## src/hw/rtl/lfu_pkg.sv

```systemverilog
// Package for the LFU cache table: transaction payload types, opcodes and
// configuration constants. No dependencies.
`default_nettype none

package lfu_pkg;

  localparam int KEY_W    = 32;
  localparam int VALUE_W  = 32;
  localparam int ACTIVE_W = 4;

  localparam logic [ACTIVE_W-1:0] ACTIVE_RESET = 4'd8;

  localparam logic OP_GET = 1'b0;
  localparam logic OP_PUT = 1'b1;

  typedef struct packed {
    logic                      op;
    logic [KEY_W-1:0]          lookup_key;
    logic signed [VALUE_W-1:0] put_value;
  } req_t;

  typedef struct packed {
    logic                      hit;
    logic signed [VALUE_W-1:0] read_value;
    logic                      evicted;
    logic [KEY_W-1:0]          evicted_key;
  } rsp_t;

endpackage

`default_nettype wire

```

## src/hw/rtl/lfu_stream_if.sv

```systemverilog
// Valid/ready stream interface used for the request and response channels.
// Payload type is a parameter; depends on nothing else.
`default_nettype none

interface lfu_stream_if #(
  parameter type payload_t = logic
);
  logic     valid;
  logic     ready;
  payload_t data;

  modport source (output valid, output data, input ready);
  modport sink (input valid, input data, output ready);
endinterface

`default_nettype wire

```

## src/hw/rtl/lfu_cache_table_core.sv

```systemverilog
// LFU cache table with LRU tie-break: slot registers, lookup/replace logic
// and response register. Depends on lfu_pkg and lfu_stream_if.
//
// Usage:
//   req (sink, lfu_pkg::req_t): one get or put per transaction.
//   rsp (source, lfu_pkg::rsp_t): exactly one response per request, in order.
//   cfg_write_en/cfg_write_data: sets active_entries (capacity); write only
//   while the block is idle. Zero acts as one, values above CAPACITY act as
//   CAPACITY.
// Timing:
//   A request is looked up, and the slot state updated, in the cycle it is
//   accepted; its response appears in the response register on the next
//   cycle. One request per cycle is sustained while responses are taken: the
//   parallel key compare and the all-pairs count/recency victim select over
//   every slot are combinational.
// Reset (rst, synchronous): all slots invalid, active_entries = 8, no
//   response pending.
// Stall: while a response waits and rsp.ready is low, req.ready is low; a
//   response that is taken frees the register for a request in the same cycle.
`default_nettype none

module lfu_cache_table_core #(
  parameter int CAPACITY   = 8,
  parameter int COUNT_BITS = 16
) (
  input  wire logic                          clk,
  input  wire logic                          rst,
  lfu_stream_if.sink                         req,
  lfu_stream_if.source                       rsp,
  input  wire logic                          cfg_write_en,
  input  wire logic [lfu_pkg::ACTIVE_W-1:0]  cfg_write_data
);
  import lfu_pkg::*;

  localparam int RANK_W = (CAPACITY > 1) ? $clog2(CAPACITY) : 1;
  localparam int OCC_W  = $clog2(CAPACITY + 1);
  localparam logic [7:0] CAP8 = 8'(CAPACITY);
  localparam logic [COUNT_BITS-1:0] COUNT_MAX = {COUNT_BITS{1'b1}};

  logic [ACTIVE_W-1:0] active_entries;

  logic [CAPACITY-1:0]   slot_valid;
  logic [KEY_W-1:0]      slot_key   [CAPACITY];
  logic [VALUE_W-1:0]    slot_value [CAPACITY];
  logic [COUNT_BITS-1:0] slot_count [CAPACITY];
  logic [RANK_W-1:0]     slot_rank  [CAPACITY];

  logic rsp_valid;
  rsp_t rsp_data;

  logic req_fire;
  assign req.ready = !rsp_valid || rsp.ready;
  assign req_fire  = req.valid && req.ready;
  assign rsp.valid = rsp_valid;
  assign rsp.data  = rsp_data;

  // lookup and victim selection
  logic [CAPACITY-1:0] match, hit_oh, victim_oh, free_oh, ins_oh;
  logic                hit_any, need_evict;
  logic [RANK_W-1:0]   hit_rank, victim_rank;
  logic [VALUE_W-1:0]  hit_value;
  logic [KEY_W-1:0]    victim_key;
  logic [OCC_W-1:0]    occ;
  logic [7:0]          cap_now;

  always_comb begin
    logic seen_hit, seen_free, beats;
    seen_hit    = 1'b0;
    seen_free   = 1'b0;
    hit_rank    = '0;
    hit_value   = '0;
    victim_rank = '0;
    victim_key  = '0;
    for (int i = 0; i < CAPACITY; i++) begin
      match[i]   = slot_valid[i] && (slot_key[i] == req.data.lookup_key);
      hit_oh[i]  = match[i] && !seen_hit;
      seen_hit   = seen_hit || match[i];
      free_oh[i] = !slot_valid[i] && !seen_free;
      seen_free  = seen_free || !slot_valid[i];
      // slot i is the victim when it beats every other valid slot
      beats = slot_valid[i];
      for (int j = 0; j < CAPACITY; j++) begin
        if (j != i && slot_valid[j] &&
            !((slot_count[i] < slot_count[j]) ||
              (slot_count[i] == slot_count[j] && slot_rank[i] > slot_rank[j]))) begin
          beats = 1'b0;
        end
      end
      victim_oh[i] = beats;
      if (hit_oh[i]) begin
        hit_rank  = slot_rank[i];
        hit_value = slot_value[i];
      end
      if (victim_oh[i]) begin
        victim_rank = slot_rank[i];
        victim_key  = slot_key[i];
      end
    end
    hit_any = |match;
    occ     = OCC_W'($countones(slot_valid));
    if (active_entries == '0) begin
      cap_now = 8'd1;
    end else if (8'(active_entries) > CAP8) begin
      cap_now = CAP8;
    end else begin
      cap_now = 8'(active_entries);
    end
    need_evict = !hit_any && (8'(occ) >= cap_now);
    ins_oh     = need_evict ? victim_oh : free_oh;
  end

  always_ff @(posedge clk) begin
    if (rst) begin
      active_entries <= ACTIVE_RESET;
    end else if (cfg_write_en) begin
      active_entries <= cfg_write_data;
    end
  end

  always_ff @(posedge clk) begin
    if (rst) begin
      slot_valid <= '0;
    end else if (req_fire) begin
      for (int i = 0; i < CAPACITY; i++) begin
        if (hit_any) begin
          if (hit_oh[i]) begin
            if (slot_count[i] != COUNT_MAX) begin
              slot_count[i] <= slot_count[i] + COUNT_BITS'(1);
            end
            slot_rank[i] <= '0;
            if (req.data.op == OP_PUT) begin
              slot_value[i] <= req.data.put_value;
            end
          end else if (slot_valid[i] && slot_rank[i] < hit_rank) begin
            slot_rank[i] <= slot_rank[i] + RANK_W'(1);
          end
        end else if (ins_oh[i]) begin
          slot_valid[i] <= 1'b1;
          slot_key[i]   <= req.data.lookup_key;
          slot_value[i] <= (req.data.op == OP_PUT) ? req.data.put_value : '0;
          slot_count[i] <= COUNT_BITS'(1);
          slot_rank[i]  <= '0;
        end else if (slot_valid[i]) begin
          // close the victim's gap, then age behind the new entry
          if (need_evict && slot_rank[i] > victim_rank) begin
            slot_rank[i] <= slot_rank[i];
          end else begin
            slot_rank[i] <= slot_rank[i] + RANK_W'(1);
          end
        end
      end
    end
  end

  always_ff @(posedge clk) begin
    if (rst) begin
      rsp_valid <= 1'b0;
    end else if (req_fire) begin
      rsp_valid <= 1'b1;
    end else if (rsp.ready) begin
      rsp_valid <= 1'b0;
    end
  end

  always_ff @(posedge clk) begin
    if (req_fire) begin
      rsp_data.hit         <= hit_any;
      rsp_data.read_value  <= (hit_any && req.data.op == OP_GET) ? hit_value : '0;
      rsp_data.evicted     <= need_evict;
      rsp_data.evicted_key <= need_evict ? victim_key : '0;
    end
  end

`ifndef ASSERT_OFF
  a_key_unique: assert property (@(posedge clk) disable iff (rst)
    $onehot0(match))
    else $error("duplicate valid key in table");

  a_victim_onehot: assert property (@(posedge clk) disable iff (rst)
    (req_fire && need_evict) |-> $onehot(victim_oh))
    else $error("victim select not one-hot");

  a_evict_keeps_occ: assert property (@(posedge clk) disable iff (rst)
    (req_fire && need_evict) |=> (occ == $past(occ)))
    else $error("eviction changed occupancy");

  a_fill_grows_occ: assert property (@(posedge clk) disable iff (rst)
    (req_fire && !hit_any && !need_evict) |=> (8'(occ) == 8'($past(occ)) + 8'd1))
    else $error("miss without eviction did not add an entry");

  a_hit_no_evict: assert property (@(posedge clk) disable iff (rst)
    rsp_valid |-> !(rsp_data.hit && rsp_data.evicted))
    else $error("response shows hit and eviction together");
`endif

endmodule

`default_nettype wire

```

## src/flat_wrapper.sv

```systemverilog
// flat-port wrapper written by rule: the top's interface ports become plain ports
module lfu_cache_table_core_flat import lfu_pkg::*;
#(
  parameter int CAPACITY   = 8,
  parameter int COUNT_BITS = 16
)
  (clk, rst, cfg_write_en, cfg_write_data, req_valid, req_data, req_ready, rsp_valid, rsp_data, rsp_ready);
  lfu_stream_if #(.payload_t(req_t)) req_i ();
  lfu_stream_if #(.payload_t(rsp_t)) rsp_i ();
  input  wire logic clk;
  input  wire logic rst;
  input  wire logic cfg_write_en;
  input  wire logic [lfu_pkg::ACTIVE_W-1:0] cfg_write_data;
  input wire logic [$bits(req_i.valid)-1:0] req_valid;
  input wire logic [$bits(req_i.data)-1:0] req_data;
  output wire logic [$bits(req_i.ready)-1:0] req_ready;
  output wire logic [$bits(rsp_i.valid)-1:0] rsp_valid;
  output wire logic [$bits(rsp_i.data)-1:0] rsp_data;
  input wire logic [$bits(rsp_i.ready)-1:0] rsp_ready;
  assign req_i.valid = req_valid;
  assign req_i.data = req_data;
  assign req_ready = req_i.ready;
  assign rsp_valid = rsp_i.valid;
  assign rsp_data = rsp_i.data;
  assign rsp_i.ready = rsp_ready;
  lfu_cache_table_core #(.CAPACITY(CAPACITY), .COUNT_BITS(COUNT_BITS)) u_core (.clk(clk), .rst(rst), .req(req_i), .rsp(rsp_i), .cfg_write_en(cfg_write_en), .cfg_write_data(cfg_write_data));
endmodule
```

## config.mk

```make
export PLATFORM = sky130hd
export DESIGN_NAME = lfu_cache_table_core_flat
export DESIGN_NICKNAME = d
export VERILOG_FILES = /design/src/hw/rtl/lfu_pkg.sv /design/src/hw/rtl/lfu_stream_if.sv /design/src/hw/rtl/lfu_cache_table_core.sv /design/src/flat_wrapper.sv
export SDC_FILE = /design/constraint.sdc
export NUM_CORES = 2
export LEC_CHECK = 0
export BUFFER_PORTS_ARGS = -buffer_cell sky130_fd_sc_hd__buf_2
export CAP_MARGIN = 25
export CORE_MARGIN = 2
export CORE_UTILIZATION = 40
export CTS_CLUSTER_DIAMETER = 200
export DETAILED_ROUTE_END_ITERATION = 16
export PLACE_DENSITY_LB_ADDON = 0.12
export SLEW_MARGIN = 10
export SYNTH_ARGS = -nofsm -noshare
export SYNTH_HDL_FRONTEND = slang
export SYNTH_SLANG_ARGS = --single-unit
```

## constraint.sdc

```tcl
create_clock -name clk -period 8.5 [get_ports clk]
set_input_delay 0.425 -clock clk [delete_from_list [all_inputs] [get_ports clk]]
set_output_delay 0.425 -clock clk [all_outputs]
set_load 0.1 [all_outputs]
```

==> results.sh <==
export IMPL_fmax_ghz=0.1446
export IMPL_max_cap_violations=0
export IMPL_dp_slack_ns=1.777
export IMPL_clock_skew_ns=0.03951
export IMPL_worst_path_max_fanout=37
export IMPL_grt_pass1_wl_mm=269.8
export IMPL_status="completed"
export IMPL_port_buffer_count=141
export IMPL_cts_setup_buffers=0
export IMPL_drc=0
export IMPL_yosysWarnings=0
export IMPL_grt_overflow_total=0
export IMPL_crit_slowest_cell="edfxtp_1"
export IMPL_p_leak_uw=0.02097
export IMPL_insertion_delay_ns=0.72
export IMPL_setup_ws_ns=1.585
export IMPL_synth_cell_types=90
export IMPL_cp_required_ns=8.84
export IMPL_rsz0062_at_grt="false"
export IMPL_path_class="reg -> reg"
export IMPL_path_clk_slew_ns=0.07
export IMPL_cts_sinks=743
export IMPL_tns_ns=0
export IMPL_detail_route_iter0_violations=4418
export IMPL_totalPowerFinal_uw=9159
export IMPL_die_x_microns=355.1
export IMPL_syn_nets=5275
export IMPL_worstPathArrival_ns=7.26
export IMPL_min_period_over_period_pct=81.35
export IMPL_synth_xor_area_share_pct=6.695
export IMPL_cts_hold_buf=7
export IMPL_num_fill_cells=11466
export IMPL_drt_total_wl_mm=187.1
export IMPL_fin_util_pct=45.41
export IMPL_drv_slew=0
export IMPL_critical_path_max_stage_delay_ns=0.87
export IMPL_io_pins=142
export IMPL_crit_path_cell_trace="inv_1, ha_1, nand4_1, nor4_1, nand2_1, o21ai_0, o211ai_1, nor4_2, buf_4, nand2_1, o211ai_1, o21ai_0, mux2i_1, a21oi_1, o22ai_1, ha_1, and2_1, o311ai_0, nand3_1, a31oi_1, o31ai_1"
export IMPL_post_drt_wl_per_cell_microns=28.96
export IMPL_grt_max_degree=67
export IMPL_start_kind="flop"
export IMPL_initial_utilization_pct=40.41
export IMPL_core_area_sq_um=122000
export IMPL_ant_nets=0
export IMPL_antenna_found_initial=5
export IMPL_r2r_slack_ns=1.58
export IMPL_hpwl_mm=136.0
export IMPL_maxSlewHeadroom_pct=27.70
export IMPL_track_usage_pct=29.15
export IMPL_end_kind="flop"
export IMPL_cellPowerDensity_nw_per_um2=165.3
export IMPL_synth_compound_area_share_pct=12.33
export IMPL_ys_ff_latch=743
export IMPL_htreeDepth=3
export IMPL_dieArea_sq_um=126100
export IMPL_yosys_area_share_simple_pct=16.65
export IMPL_yosysSeqAreaShare_pct=44.65
export IMPL_syn_area_sq_um=49320
export IMPL_synth_flop_cell="edfxtp_1"
export IMPL_cts_tree="yes"
export IMPL_nNetsFinal=5427
export IMPL_vdd_drop_max_mv=0.1490
export IMPL_area_growth_pct=12.37
export IMPL_synth_edff_count=714
export IMPL_die_height_microns=355.1
export IMPL_grt_pass1_vias=38062
export IMPL_rows=128
export IMPL_synth_cells=4606
export IMPL_min_path_type="in -> reg"
export IMPL_async_flop_share_pct=0
export IMPL_synth_area_per_cell_sq_um=10.71
export IMPL_synthAdderAreaFrac_pct=15.18
export IMPL_gp_congestion=0.9843
export IMPL_synth_top_family_by_area="simple AND/OR/NAND/NOR gates"
export IMPL_vias=39507
export IMPL_viasPerCell=6.116
export IMPL_synth_mux_area_share_pct=1.606
export IMPL_cts_root_buf="clkbuf_16"
export IMPL_period_needed_ns=6.915
export IMPL_first_pass_iters=8
export IMPL_cts_resized=0
export IMPL_cts_buffer_depth=3
export IMPL_setup_violations=0
export IMPL_cts_buffers=89
export IMPL_whs_ns=0.08483
export IMPL_hold_viol_final=0
export IMPL_tightest_slew_ns=1.070
export IMPL_drive_above_1_share_pct=9.766
layout make-up:
cell class / count / area (sq um) / share of cell area [%]
antenna: 2 / 5.005 / 0.009031
clock buffer: 108 / 2350 / 4.240
clock inverter: 58 / 729.5 / 1.316
inverter: 200 / 752.0 / 1.357
multi-input combinational: 3489 / 26060 / 47.03
sequential: 743 / 22020 / 39.74
tap: 1625 / 2033 / 3.669
timing repair buffer: 235 / 1461 / 2.637
path summary, 6_finish.rpt:
| path | from | end | depth (start not counted) |
|---|---|---|---|
| worst max register to register | u_core.slot_count[1][25] | u_core.slot_rank[1][7] | 21 |
| worst min-delay path | cfg_write_en | u_core.active_entries[2] | 3 |
| worst min register to register | u_core.active_entries[0] | u_core.active_entries[0] | 2 |
| worst max-delay path | u_core.slot_count[1][25] | u_core.slot_rank[1][7] | 21 |
per-stage QoR:
| stage | cells | instance area (sq um) |
|---|---|---|
| global route | 6459 | 55410 |
| detailed placement | 6285 | 52260 |
| global placement | 6283 | 52210 |
| floorplan | 4606 | 49320 |
| CTS | 6458 | 55410 |
| finish | 6460 | 55420 |
cell usage after synthesis, types with 87 or more instances:
master,n,area (sq um)
nand3_1,175,875.8
nand2_1,243,912.1
edfxtp_1,714,21440
clkbuf_1,152,570.6
nor2b_1,272,1702
inv_1,197,739.5
xnor2_1,226,1979
nand4_1,198,1239
o21ai_0,141,705.7
ha_1,591,7395
nor4_1,87,544.3
xor2_1,151,1323
a21oi_1,267,1336
nor2_1,265,994.7
layer usage:
layer | up-vias | share of wire, % | global-route usage (%)
li1 | 17830 | - | -
met1 | 19663 | 44 | 40.68
met4 | 2 | 3.5 | 10.02
met2 | 1687 | 45 | 45.79
met5 | - | 0.0069 | 0
met3 | 325 | 7.7 | 4.836
registers in the layout, indices dropped and copies added, names as in the netlist:
name	cells
u_core.active_entries	4
u_core.rsp.data	66
u_core.rsp.valid	1
u_core.slot_count	128
u_core.slot_key	256
u_core.slot_rank	24
u_core.slot_valid	8
u_core.slot_value	256
power by group:
group          internal [uW]  switching, uW  leakage [uW]
clock                   2410           1660       0.00149
combinational            285            673        0.0127
sequential              4080           51.9       0.00678
critical path: cells and delay by family, from the launching register on:
| kind | cells | cell delay (ns) |
|---|---|---|
| AOI/OAI and AO/OA | 9 | 2.59 |
| buffers and inverters | 2 | 0.65 |
| DFF | 1 | 0.87 |
| muxes | 1 | 0.14 |
| adders and majority gates | 2 | 0.61 |
| and+or+nand+nor | 7 | 1.66 |
cells in the final DEF (no fill, tap or decap), types with 13 or more instances in the layout:
cell	synthesis	final
a211oi_1	42	42
a21o_1	71	71
a21oi_1	267	266
a221oi_1	42	42
a222oi_1	32	32
a22oi_1	68	68
a31oi_1	53	53
and2_1	43	42
and3_1	26	25
and4_1	16	16
buf_2	13	141
buf_4	1	85
bufinv_16	0	14
clkbuf_1	152	15
clkbuf_16	0	90
clkinv_1	1	21
clkinv_2	0	13
dfxtp_1	29	29
edfxtp_1	714	714
ha_1	591	591
inv_1	197	193
mux2_2	33	33
mux2i_1	42	42
nand2_1	243	243
nand2b_1	26	25
nand3_1	175	174
nand4_1	198	198
nor2_1	265	256
nor2b_1	272	268
nor3_1	69	67
nor3b_1	14	13
nor4_1	87	83
o211ai_1	35	35
o21a_1	25	22
o21ai_0	141	138
or2_2	14	14
or4_1	19	19
xnor2_1	226	226
xor2_1	151	151
kinds of logic after synthesis:
| kind of cell | Yosys count |
|---|---|
| AND/OR/NAND/NOR | 1527 |
| AO/OA/AOI/OAI | 914 |
| flip-flops | 743 |
| XOR/XNOR | 377 |
| adder cells (fa/ha/maj) | 596 |
| multiplexers | 75 |
| buffers and inverters | 374 |
No activity file was read; power rests on OpenSTA's default activity.
